--- src/hdl/kst_pkg.sv ---
// Shared types and constants of the k-strongest radar return filter.
// Used by the store cells, the output drain and the top level; depends on nothing.
package kst_pkg;

   // Configuration register indexes and their values after reset.
   localparam logic CSR_K_COUNT   = 1'b0;
   localparam logic CSR_START_BIN = 1'b1;

   localparam logic [4:0]  K_COUNT_RESET   = 5'd5;
   localparam logic [11:0] START_BIN_RESET = 12'd50;

   // One input item: the power byte of a range bin and its row markers.
   typedef struct packed {
      logic [7:0] power;
      logic       last_bin;
      logic       scan_start;
   } kst_req_type;

   // One result item: a kept return of a finished azimuth row.
   typedef struct packed {
      logic [8:0]  azimuth_row;
      logic [11:0] bin_index;
      logic [7:0]  bin_power;
      logic        last_target;
   } kst_rsp_type;

   // A kept bin as held by one cell of the store.
   typedef struct packed {
      logic [7:0]  power;
      logic [11:0] index;
   } kst_entry_type;

   // Operation applied to the whole row of cells in the same cycle.
   typedef enum logic [1:0] {
      OP_HOLD,
      OP_INSERT,
      OP_REPLACE,
      OP_REMOVE
   } kst_op_type;

   // Broadcast control from the top level to every cell.
   typedef struct packed {
      kst_op_type    op;
      logic          flush;
      logic          clear;
      kst_entry_type new_entry;
      logic [7:0]    min_power;
   } kst_ctrl_type;

   // What a cell shows its neighbours.
   typedef struct packed {
      logic          valid;
      logic          le;
      logic          mr;
      kst_entry_type entry;
   } kst_link_type;

endpackage

--- src/hdl/kst_cell.sv ---
// One cell of the sorted store: holds one kept bin and shifts it to or from its neighbours.
// Depends on kst_pkg for the entry, link and control types.
module kst_cell (
   input  logic                    clock,
   input  logic                    reset,
   input  kst_pkg::kst_ctrl_type   ctrl,
   input  kst_pkg::kst_link_type   lower,
   input  kst_pkg::kst_link_type   upper,
   output kst_pkg::kst_link_type   link,
   output kst_pkg::kst_entry_type  entry_next,
   output logic                    valid_next,
   output logic                    held,
   output logic [7:0]              held_power
);
   import kst_pkg::*;

   kst_entry_type entry_ff;
   kst_entry_type entry_in;
   logic          valid_ff;
   logic          valid_in;
   logic          valid_eff;

   // A scan start empties the store before the current bin is considered.
   assign valid_eff = valid_ff && !ctrl.flush;

   // Flags seen by the neighbours: at or below the new power, and in the weakest run.
   assign link.valid = valid_eff;
   assign link.le    = valid_eff && (entry_ff.power <= ctrl.new_entry.power);
   assign link.mr    = valid_eff && (entry_ff.power == ctrl.min_power);
   assign link.entry = entry_ff;

   // Next content of this place of the ascending order.
   always_comb begin
      entry_in = entry_ff;
      valid_in = valid_eff;
      case (ctrl.op)
         OP_INSERT: begin
            // Entries above the insertion point move up by one place.
            valid_in = valid_eff || lower.valid;
            if (!link.le) begin
               if (lower.le) begin
                  entry_in = ctrl.new_entry;
               end else begin
                  entry_in = lower.entry;
               end
            end
         end
         OP_REPLACE: begin
            // The last entry of the weakest run leaves; entries up to the new one move down.
            if (!upper.mr && link.le) begin
               if (upper.le) begin
                  entry_in = upper.entry;
               end else begin
                  entry_in = ctrl.new_entry;
               end
            end
         end
         OP_REMOVE: begin
            // The last entry of the weakest run leaves and everything above moves down.
            if (!upper.mr) begin
               entry_in = upper.entry;
               valid_in = upper.valid;
            end
         end
         default: begin
            entry_in = entry_ff;
            valid_in = valid_eff;
         end
      endcase
   end

   assign entry_next = entry_in;
   assign valid_next = valid_in;
   assign held       = valid_ff;
   assign held_power = entry_ff.power;

   // The row end hands the contents to the drain and empties the cell.
   always_ff @(posedge clock) begin
      if (reset) begin
         valid_ff <= 1'b0;
      end else begin
         valid_ff <= ctrl.clear ? 1'b0 : valid_in;
      end
      entry_ff <= entry_in;
   end

endmodule

--- src/hdl/kst_drain.sv ---
// Output drain: a shift line that takes a finished row and sends it one item per cycle
// while rsp_ready is high. Depends on kst_pkg for the entry and result types.
module kst_drain #(
   parameter int DEPTH = 16
) (
   input  logic                    clock,
   input  logic                    reset,
   input  logic                    load,
   input  kst_pkg::kst_entry_type  load_entry [DEPTH],
   input  logic [DEPTH-1:0]        load_valid,
   input  logic [8:0]              load_row,
   output logic                    rsp_valid,
   input  logic                    rsp_ready,
   output kst_pkg::kst_rsp_type    rsp_data
);
   import kst_pkg::*;

   kst_entry_type    entry_ff [DEPTH];
   logic [DEPTH-1:0] valid_ff;
   logic [8:0]       row_ff;
   logic [DEPTH:0]   valid_ext;
   logic             pop;

   assign valid_ext = {1'b0, valid_ff};
   assign pop       = valid_ff[0] && rsp_ready;

   // Place 0 is the item on offer; the row is emitted weakest first.
   assign rsp_valid             = valid_ff[0];
   assign rsp_data.azimuth_row  = row_ff;
   assign rsp_data.bin_index    = entry_ff[0].index;
   assign rsp_data.bin_power    = entry_ff[0].power;
   assign rsp_data.last_target  = !valid_ext[1];

   // Valid bits of the shift line.
   always_ff @(posedge clock) begin
      if (reset) begin
         valid_ff <= '0;
      end else if (load) begin
         valid_ff <= load_valid;
      end else if (pop) begin
         valid_ff <= valid_ext[DEPTH:1];
      end
   end

   // Payload of the shift line.
   always_ff @(posedge clock) begin
      if (load) begin
         for (int i = 0; i < DEPTH; i++) begin
            entry_ff[i] <= load_entry[i];
         end
         row_ff <= load_row;
      end else if (pop) begin
         for (int i = 0; i < DEPTH - 1; i++) begin
            entry_ff[i] <= entry_ff[i + 1];
         end
      end
   end

endmodule

--- src/hdl/radar_k_strongest_filter.sv ---
// Top level of the k-strongest radar return filter: counters, control, cell row and drain.
// Depends on kst_pkg, kst_cell and kst_drain.
//
// Usage: range bins of one azimuth row enter on the req_ channel, one power byte per
// item, with last_bin on the final bin of the row and scan_start on the first bin of a
// scan. Bins before start_bin are ignored; the others compete for k_count places in a
// row of K_MAX cells kept in ascending power order, and one bin is taken every cycle
// unless held off. When the last bin of a row is accepted, the kept entries move into
// the drain and the store is empty for the next row at once. The drain offers
// the row's items on the rsp_ channel from the next cycle on, one per cycle while
// rsp_ready is high, weakest first, with last_target on the final one. A last_bin item
// is held off for the drain only while the drain still holds more than its final item, or
// that final item is not taken in the same cycle. If k_count is lowered in the middle
// of a row, the next considered bin waits while the weakest surplus entries are
// dropped one by one. The csr_ port writes k_count (index 0) and start_bin (index 1). A
// synchronous reset empties the store and the drain, zeroes the bin and row counters
// and restores k_count to 5 and start_bin to 50; no clearing pass follows.
module radar_k_strongest_filter #(
   parameter int K_MAX        = 16,
   parameter int BINS_MAX     = 4096,
   parameter int AZIMUTHS_MAX = 512
) (
   input  logic                 clock,
   input  logic                 reset,
   input  logic                 req_valid,
   output logic                 req_ready,
   input  kst_pkg::kst_req_type req_data,
   output logic                 rsp_valid,
   input  logic                 rsp_ready,
   output kst_pkg::kst_rsp_type rsp_data,
   input  logic                 csr_we,
   input  logic                 csr_index,
   input  logic [11:0]          csr_wdata
);
   import kst_pkg::*;

   localparam int BW   = $clog2(BINS_MAX);
   localparam int RW   = (AZIMUTHS_MAX > 1) ? $clog2(AZIMUTHS_MAX) : 1;
   localparam int CNTW = $clog2(K_MAX + 1);
   localparam int KW   = (CNTW > 5) ? CNTW : 5;
   localparam int CW   = (BW > 12) ? BW : 12;

   logic [4:0]      k_count_ff;
   logic [11:0]     start_bin_ff;
   logic [BW-1:0]   bin_ff;
   logic [BW-1:0]   bin_eff;
   logic [RW-1:0]   row_ff;
   logic [RW-1:0]   row_eff;
   logic [CNTW-1:0] n_ff;
   logic [CNTW-1:0] n_eff;
   logic [KW-1:0]   k_eff;
   logic            scan;
   logic            considered;
   logic            trim;
   logic            drain_busy;
   logic            accept;
   kst_ctrl_type    ctrl;

   kst_link_type    links       [K_MAX];
   kst_link_type    lower_links [K_MAX];
   kst_link_type    upper_links [K_MAX];
   kst_entry_type   next_entry  [K_MAX];
   logic [7:0]      held_power  [K_MAX];
   logic [K_MAX-1:0] next_valid;
   logic [K_MAX-1:0] held_valid;

   // Configuration registers.
   always_ff @(posedge clock) begin
      if (reset) begin
         k_count_ff   <= K_COUNT_RESET;
         start_bin_ff <= START_BIN_RESET;
      end else if (csr_we) begin
         case (csr_index)
            CSR_K_COUNT:   k_count_ff   <= csr_wdata[4:0];
            CSR_START_BIN: start_bin_ff <= csr_wdata;
            default:       k_count_ff   <= k_count_ff;
         endcase
      end
   end

   // A scan start restarts the counters and drops a partial row before this bin.
   assign scan       = req_data.scan_start;
   assign bin_eff    = scan ? '0 : bin_ff;
   assign row_eff    = scan ? '0 : row_ff;
   assign n_eff      = scan ? '0 : n_ff;
   assign considered = CW'(bin_eff) >= CW'(start_bin_ff);
   assign k_eff      = (KW'(k_count_ff) > KW'(K_MAX)) ? KW'(K_MAX) : KW'(k_count_ff);

   // Surplus entries after k was lowered are dropped before the bin is considered.
   assign trim       = req_valid && !scan && considered && (KW'(n_ff) > k_eff);
   assign drain_busy = rsp_valid && (!rsp_data.last_target || !rsp_ready);
   assign req_ready  = !trim && !(req_data.last_bin && drain_busy);
   assign accept     = req_valid && req_ready;

   // Operation for the cell row in this cycle.
   always_comb begin
      ctrl.op              = OP_HOLD;
      ctrl.flush           = accept && scan;
      ctrl.clear           = accept && req_data.last_bin;
      ctrl.new_entry.power = req_data.power;
      ctrl.new_entry.index = 12'(bin_eff);
      ctrl.min_power       = held_power[0];
      if (trim) begin
         ctrl.op = OP_REMOVE;
      end else if (accept && considered && (k_eff != '0)) begin
         if (KW'(n_eff) < k_eff) begin
            ctrl.op = OP_INSERT;
         end else if (req_data.power > held_power[0]) begin
            ctrl.op = OP_REPLACE;
         end
      end
   end

   // Bin, row and fill counters.
   always_ff @(posedge clock) begin
      if (reset) begin
         bin_ff <= '0;
         row_ff <= '0;
         n_ff   <= '0;
      end else begin
         if (accept) begin
            if (req_data.last_bin) begin
               bin_ff <= '0;
               row_ff <= (row_eff == RW'(AZIMUTHS_MAX - 1)) ? '0 : row_eff + RW'(1);
            end else begin
               bin_ff <= (bin_eff < BW'(BINS_MAX - 1)) ? bin_eff + BW'(1) : bin_eff;
               row_ff <= row_eff;
            end
         end
         if (ctrl.clear) begin
            n_ff <= '0;
         end else if (ctrl.op == OP_REMOVE) begin
            n_ff <= n_ff - CNTW'(1);
         end else if (ctrl.op == OP_INSERT) begin
            n_ff <= n_eff + CNTW'(1);
         end else if (accept) begin
            n_ff <= n_eff;
         end
      end
   end

   // The row of cells, each linked to the places below and above it.
   for (genvar i = 0; i < K_MAX; i++) begin : g_cell
      if (i == 0) begin : g_first
         assign lower_links[i] = '{valid: 1'b1, le: 1'b1, mr: 1'b0, entry: '0};
      end else begin : g_inner_lo
         assign lower_links[i] = links[i - 1];
      end
      if (i == K_MAX - 1) begin : g_last
         assign upper_links[i] = '0;
      end else begin : g_inner_hi
         assign upper_links[i] = links[i + 1];
      end
      kst_cell u_cell (
         .clock      (clock),
         .reset      (reset),
         .ctrl       (ctrl),
         .lower      (lower_links[i]),
         .upper      (upper_links[i]),
         .link       (links[i]),
         .entry_next (next_entry[i]),
         .valid_next (next_valid[i]),
         .held       (held_valid[i]),
         .held_power (held_power[i])
      );
   end

   // The drain takes the row as it stands after its last bin.
   kst_drain #(
      .DEPTH (K_MAX)
   ) u_drain (
      .clock      (clock),
      .reset      (reset),
      .load       (ctrl.clear),
      .load_entry (next_entry),
      .load_valid (next_valid),
      .load_row   (9'(row_eff)),
      .rsp_valid  (rsp_valid),
      .rsp_ready  (rsp_ready),
      .rsp_data   (rsp_data)
   );

   // The fill count always matches the occupied cells.
   a_count_matches_cells: assert property (@(posedge clock) disable iff (reset)
      $countones(held_valid) == n_ff)
      else $error("fill count differs from occupied cells");

   // A row end leaves the store empty.
   a_row_end_empties: assert property (@(posedge clock) disable iff (reset)
      (accept && req_data.last_bin) |=> (n_ff == '0))
      else $error("store not empty after row end");

   // Once the final item of a row is taken and no row is loaded, the drain is empty.
   a_drain_ends: assert property (@(posedge clock) disable iff (reset)
      (rsp_valid && rsp_ready && rsp_data.last_target && !ctrl.clear) |=> !rsp_valid)
      else $error("drain still offers an item after the final one");

endmodule
--- config.mk ---
export PLATFORM = sky130hd
export DESIGN_NAME = radar_k_strongest_filter
export DESIGN_NICKNAME = d
export VERILOG_FILES = /design/src/hdl/kst_pkg.sv /design/src/hdl/kst_cell.sv /design/src/hdl/kst_drain.sv /design/src/hdl/radar_k_strongest_filter.sv
export SDC_FILE = /design/constraint.sdc
export NUM_CORES = 2
export LEC_CHECK = 0
export BUFFER_PORTS_ARGS = -buffer_cell sky130_fd_sc_hd__buf_2
export CAP_MARGIN = 20
export CORE_ASPECT_RATIO = 0.7
export CORE_MARGIN = 2
export CORE_UTILIZATION = 50
export DETAILED_ROUTE_END_ITERATION = 10
export PLACE_DENSITY_LB_ADDON = 0.15
export SLEW_MARGIN = 0
export SYNTH_ARGS = -nofsm -noshare
export SYNTH_HDL_FRONTEND = slang
export SYNTH_HIERARCHICAL = 1
export SYNTH_SLANG_ARGS = --single-unit
--- constraint.sdc ---
create_clock -name clock -period 16.6 [get_ports clock]
set_clock_uncertainty 0.1 [all_clocks]
set_input_delay 3.32 -clock clock [delete_from_list [all_inputs] [get_ports clock]]
set_output_delay 3.32 -clock clock [all_outputs]
set_load 0.05 [all_outputs]
# ---- Word level (Yosys, flattened, before mapping)
# Memories as Yosys holds them, arrays and structs flattened.
# Cells that the tools add are included.
dict set report totals {
  wordCells 395
  inputBits 28
  mem_count 1
  reg_bits 404
  ram_bits 320
}
dict set report classes {
  bitwise 16
  n_reduce_logical 117
  muxes 161
  eq_ne 19
  order_cmp 22
  addsub 4
}
# memory words width rd rd_ports_with_merged_regs wr line_no
set mem_list {}
lappend mem_list {u_drain.entry_ff 16 20 16 0 16 kst_drain.sv:18} ;# kst_entry_type entry_ff [DEPTH];
# cell n
set ops {}
lappend ops {{$mux W20} 92}
lappend ops {{$pmux W20 S3} 16}
lappend ops {{$le A8 B8 Y1} 16}
lappend ops {{$eq A8 B8 Y1} 15}
lappend ops {{$logic_and A1 B1 Y1} 74}
lappend ops {{$mux W12} 3}
lappend ops {{$mux W16} 2}
lappend ops {{$pmux W1 S2} 16}
lappend ops {{$mux W9} 3}
lappend ops {{$mux W5} 5}
lappend ops {{$logic_not A1 Y1} 21}
lappend ops {{$mux W1} 20}
lappend ops {{$logic_or A1 B1 Y1} 16}
lappend ops {{$or A1 B1 Y1} 15}
lappend ops {{$add A12 B1 Y12 const B} 1}
lappend ops {{$ge A12 B12 Y1} 1}
lappend ops {{$lt A12 B12 Y1 const B} 1}
lappend ops {{$add A9 B1 Y9 const B} 1}
lappend ops {{$eq A9 B9 Y1 const B} 1}
lappend ops {{$gt A8 B8 Y1} 1}
lappend ops {{$mux W2} 4}
lappend ops {{$add A5 B1 Y5 const B} 1}
lappend ops {{$gt A5 B5 Y1} 1}
lappend ops {{$gt A5 B5 Y1 const B} 1}
lappend ops {{10 further kinds} 12}

# ---- Longest topological paths before layout
dict set report depth {
  ltp_word 16
  depth_mapped 23
  depth_no_buf 17
}

# ---- Cells and area by module
# The synthesis kept the hierarchy.
# module cells_per_inst seq_area_each_um2 instances area_per_inst_um2
set modules_own_cells {}
lappend modules_own_cells {kst_cell 344 420.4 16 2600.0}
lappend modules_own_cells {kst_drain 774 10199.8 1 15416.0}
lappend modules_own_cells {radar_k_strongest_filter 432 860.8 1 3276.9}

# ---- Worst setup path before layout
# Ideal clock, no wire load.
dict set report synth_timing {
  path_type {input to register}
  from {in req_data[0] (netlist bit)}
  to {mem u_drain/entry_ff[0][0] (netlist bit), enable pin}
  cell_stages 12
  t_required_ns 15.782
  n_path_buf 5
  setup_slack_ns 1.565
  t_arrival_ns 14.217
  setup_time_ns 0.718
  cell_sequence {buf_2 clkbuf_1 clkbuf_1 nor2_1 ha_1 a2111oi_4 nor4b_4 o31ai_4 and2_4 clkbuf_1 buf_2 nand2b_1}
}
# item line_no
set synth_rtl {}
lappend synth_rtl {{from (decl)} radar_k_strongest_filter.sv:27} ;# input kst_pkg::kst_req_type req_data,
lappend synth_rtl {{to (decl)} kst_drain.sv:18}

# ---- Final worst setup path
dict set report layout_timing {
  from {in req_data[0] (netlist bit)}
  to {out req_ready}
}
dict set report layout_via {
  elab_chain_cells 6
  elab_cells_between_ends 8
  cone_classes {order compare (1); mux (1); reduce/logical (6)}
}
# item line_no
set layout_rtl {}
lappend layout_rtl {{$mux W12} radar_k_strongest_filter.sv:83} ;# assign bin_eff = scan ? '0 : bin_ff;
lappend layout_rtl {{via bin_eff[7]} radar_k_strongest_filter.sv:46} ;# logic [BW-1:0] bin_eff;
lappend layout_rtl {{$ge A12 B12 Y1} radar_k_strongest_filter.sv:86} ;# assign considered = CW'(bin_eff) >= CW'(start_bin_ff);
lappend layout_rtl {{$logic_and A1 B1 Y1 (2 in a row)} radar_k_strongest_filter.sv:90} ;# assign trim = req_valid && !scan && considered && (KW'(n_ff) > k_eff);
lappend layout_rtl {{$logic_not A1 Y1} radar_k_strongest_filter.sv:92} ;# assign req_ready = !trim && !(req_data.last_bin && drain_busy);
lappend layout_rtl {{$logic_and A1 B1 Y1} radar_k_strongest_filter.sv:92}
lappend layout_rtl {{to (decl)} radar_k_strongest_filter.sv:26} ;# output logic req_ready,
# The timed path passes the listed nets, and every way through them passes these cells.

==> impl_results.html <==
<table>
<tr><th>Metric</th><th>Value</th></tr>
<tr><th colspan="2">Outcome</th></tr>
<tr><td>Result of the run</td><td>finished, final reports clean</td></tr>
<tr><th colspan="2">Floorplan</th></tr>
<tr><td>Horiz. Die Dim</td><td>419 um</td></tr>
<tr><td>Die extent in y</td><td>294 um</td></tr>
<tr><td>Top Ports</td><td>60</td></tr>
<tr><td>Starting density of the core</td><td>50.4%</td></tr>
<tr><td>Core box area</td><td>0.119 mm2</td></tr>
<tr><td>Rows</td><td>106</td></tr>
<tr><td>Full die area</td><td>0.123 mm2</td></tr>
<tr><th colspan="2">Layout</th></tr>
<tr><td>Commonest cells after routing, fill and taps aside</td><td>778 x o21ai_0, 659 x mux2i_1, 614 x a31oi_1</td></tr>
<tr><td>Multi-input gate area in the final layout</td><td>0.0383 mm2</td></tr>
<tr><td>Area grow syn2layout</td><td>3.81%</td></tr>
<tr><td>Net total in the final layout</td><td>6417</td></tr>
<tr><td>Filler cells</td><td>10900</td></tr>
<tr><td>Utilization after layout</td><td>52.4%</td></tr>
<tr><td>Storage cell area</td><td>0.0178 mm2</td></tr>
<tr><td>Summed area of non-filler cells in the final layout</td><td>0.0625 mm2</td></tr>
<tr><td>Share of layout cells above drive strength 1</td><td>16.5%</td></tr>
<tr><td>Commonest non-fill, non-tap cell in the layout</td><td>o21ai_0</td></tr>
<tr><th colspan="2">Critical path</th></tr>
<tr><td>Gate family responsible for the most delay along the worst path</td><td>buffers and inverters</td></tr>
<tr><td>Critical path startpoint category</td><td>primary input</td></tr>
<tr><td>Type of the worst setup path</td><td>primary input to primary output</td></tr>
<tr><td>Critical path fanouts, max</td><td>40</td></tr>
<tr><td>Number of buffers and inverters on the critical path</td><td>4</td></tr>
<tr><td>Endpoint required time on the critical path</td><td>13180 ps</td></tr>
<tr><td>Crit-path slowest cell</td><td>buf_4</td></tr>
<tr><td>Data arrival time at the worst-slack endpoint</td><td>6450 ps</td></tr>
<tr><td>Cells along the critical path</td><td>buf_2 -&gt; buf_4 -&gt; nor2b_4 -&gt; buf_4 -&gt; ha_1 -&gt; a31oi_1 -&gt; a21oi_1 -&gt; nor3_2 -&gt; nor2_1 -&gt; a31oi_1 -&gt; buf_2</td></tr>
<tr><td>Setup crit end kind</td><td>primary output</td></tr>
<tr><td>Peak per-stage delay on the critical path</td><td>620 ps</td></tr>
<tr><th colspan="2">Timing</th></tr>
<tr><td>Max Fclk</td><td>101 MHz</td></tr>
<tr><td>Hold_ws</td><td>354 ps</td></tr>
<tr><td>Relative slew slack</td><td>18.0%</td></tr>
<tr><td>Slew Limit Fails</td><td>0</td></tr>
<tr><td>Setup repair after global routing missed its margin</td><td>false</td></tr>
<tr><td>Time the worst path needs with I/O delays and setup</td><td>9870 ps</td></tr>
<tr><td>Share of the clock period used by the worst path after layout</td><td>59.4%</td></tr>
<tr><td>Transition time at the pin with the least slew margin</td><td>1230 ps</td></tr>
<tr><td>Total of endpoints with negative setup slack in the final report</td><td>0</td></tr>
<tr><td>Final-layout setup total negative slack</td><td>0 ps</td></tr>
<tr><td>Number of failing hold endpoints at the final stage</td><td>0</td></tr>
<tr><th colspan="2">Clocking</th></tr>
<tr><td>Clock slew at reported path FFs</td><td>60 ps</td></tr>
<tr><td>TritonCTS clock tree</td><td>done</td></tr>
<tr><td>Hold_buf cts</td><td>0</td></tr>
<tr><td>Number of gates given a new drive strength after cts</td><td>0</td></tr>
<tr><td>Insertion delay to the later sink of the worst-skew pair</td><td>710 ps</td></tr>
<tr><td>Number of CTS-inserted buffers</td><td>80</td></tr>
<tr><td># H-tree levels</td><td>3</td></tr>
<tr><td>Post-CTS setup-driven buffer insertion count</td><td>0</td></tr>
<tr><td>TritonCTS sink count</td><td>724</td></tr>
<tr><td>Max Buffers Root-to-Sink</td><td>3</td></tr>
<tr><td>Buffer cell driving the clock tree root</td><td>clkbuf_16</td></tr>
<tr><th colspan="2">Yosys</th></tr>
<tr><td>Avg Inst Size Synth</td><td>8.99 um2</td></tr>
<tr><td>Netlist area before placement</td><td>0.0602 mm2</td></tr>
<tr><td>Number of synthesis warnings</td><td>6</td></tr>
<tr><td>Post-Synthesis Cells</td><td>6699</td></tr>
<tr><th colspan="2">Place</th></tr>
<tr><td>Detailed placer's ending HPWL</td><td>122 mm</td></tr>
<tr><td>Count of port buffers added during placement</td><td>59</td></tr>
<tr><td>Routability congestion estimate from global placement</td><td>0.913</td></tr>
<tr><td>Placement-stage cell area</td><td>0.0600 mm2</td></tr>
<tr><th colspan="2">GRT</th></tr>
<tr><td>Initial antenna violation count</td><td>5</td></tr>
<tr><td>Maximum number of pins on one net before global-route repair</td><td>115</td></tr>
<tr><td>Overall global routing resource usage</td><td>30.3%</td></tr>
<tr><td>First-pass GRT wire length</td><td>296 mm</td></tr>
<tr><td>Via count of the first global-routing pass</td><td>48600</td></tr>
<tr><td>Overall overflow remaining after global route</td><td>0</td></tr>
<tr><th colspan="2">Detailed routing</th></tr>
<tr><td>Drt pass-1 iters</td><td>6</td></tr>
<tr><td>Routed via count divided by cell count</td><td>6.70</td></tr>
<tr><td>Iteration-0 DRC Markers</td><td>5756</td></tr>
<tr><td>Routed wire length</td><td>193 mm</td></tr>
<tr><td>Final routed wire length divided by cell count</td><td>24.5 um</td></tr>
<tr><td>Total via count in the routed design</td><td>52700</td></tr>
<tr><td>Drc violations</td><td>0</td></tr>
<tr><td>Post-detailed-route count of antenna-violating nets</td><td>0</td></tr>
<tr><th colspan="2">Power</th></tr>
<tr><td>Worst-case vdd ir drop</td><td>0.0822 mV</td></tr>
<tr><td>Power density normalized to cell area</td><td>84.5 mW/mm2</td></tr>
<tr><td>Static power due to leakage</td><td>21.0 nW</td></tr>
<tr><td>Overall Power</td><td>0.00528 W</td></tr>
<tr><th colspan="2">Hold path</th></tr>
<tr><td>Worst hold path type</td><td>flop to flop</td></tr>
<tr><th colspan="2">Job</th></tr>
<tr><td>Total of max-cap violations</td><td>0</td></tr>
</table>
## final timing paths
| path | depth (start not counted) | endpoint | slack [ps] | start |
|---|---|---|---|---|
| setup / recovery | 11 | req_ready | 6730 | req_data[0] |
| setup reg to reg | 10 | u_drain/entry_ff[0][107]$_DFFE_PP_ | 9970 | bin_ff[9]$_SDFFE_PP0N_ |
| hold reg to reg | 2 | row_ff[4]$_SDFFE_PP0N_ | 350 | row_ff[4]$_SDFFE_PP0N_ |
| hold / removal | 2 | row_ff[4]$_SDFFE_PP0N_ | 350 | row_ff[4]$_SDFFE_PP0N_ |
## power breakdown
group | total [W] | leakage [nW] | internal, W | switching (W)
registers | 0.00247 | 6.40 | 0.00209 | 0.000380
logic | 0.00101 | 13.4 | 0.000461 | 0.000551
clock network | 0.00180 | 1.23 | 0.000972 | 0.000829
## registers in the layout (all words and copies together) (netlist names)
name and cells:
start_bin_ff 12, g_cell.u_cell/held_power 128, u_drain/entry_ff 320, n_ff 5, row_ff 9, g_cell.u_cell/link 192, bin_ff 12, k_count_ff 5
g_cell.u_cell/held 16, u_drain/row_ff 9, u_drain/valid_ff 16
## routing by layer
layer / track usage, % / vias to the layer above / wire length (um)
li1: - / 24300 / -
met3: 7.43 / 349 / 17900
met1: 43.6 / 25900 / 87700
met4: 8.27 / 0 / 4900
met5: 0 / - / 0
met2: 44.7 / 2132 / 82400
## final cells by class
cell class,count,area share [%]
multi-input cells,5053,61.2
flip-flops and latches,724,28.5
clock buffers,109,3.47
well taps,1566,3.14
repair buffers,187,2.05
inverters,182,1.09
clock inverters,40,0.541
diodes,1,0.00400
## worst register-to-register path: cells and delay by family (launching register included)
family | cells | cell delay, ps
buffers and inverters | 3 | 2440
DFF | 1 | 470
AOI/OAI and AO/OA | 3 | 850
adders and majority gates | 1 | 400
and+or+nand+nor | 3 | 1940
## stage by stage
step,instances,worst slack [ps]
detailed placement,7712,6710
global route,7861,6590
floorplan,6763,1570
CTS,7861,6820
finish,7862,6730
global placement,7712,6780
(Power assumes the default switching activity.)
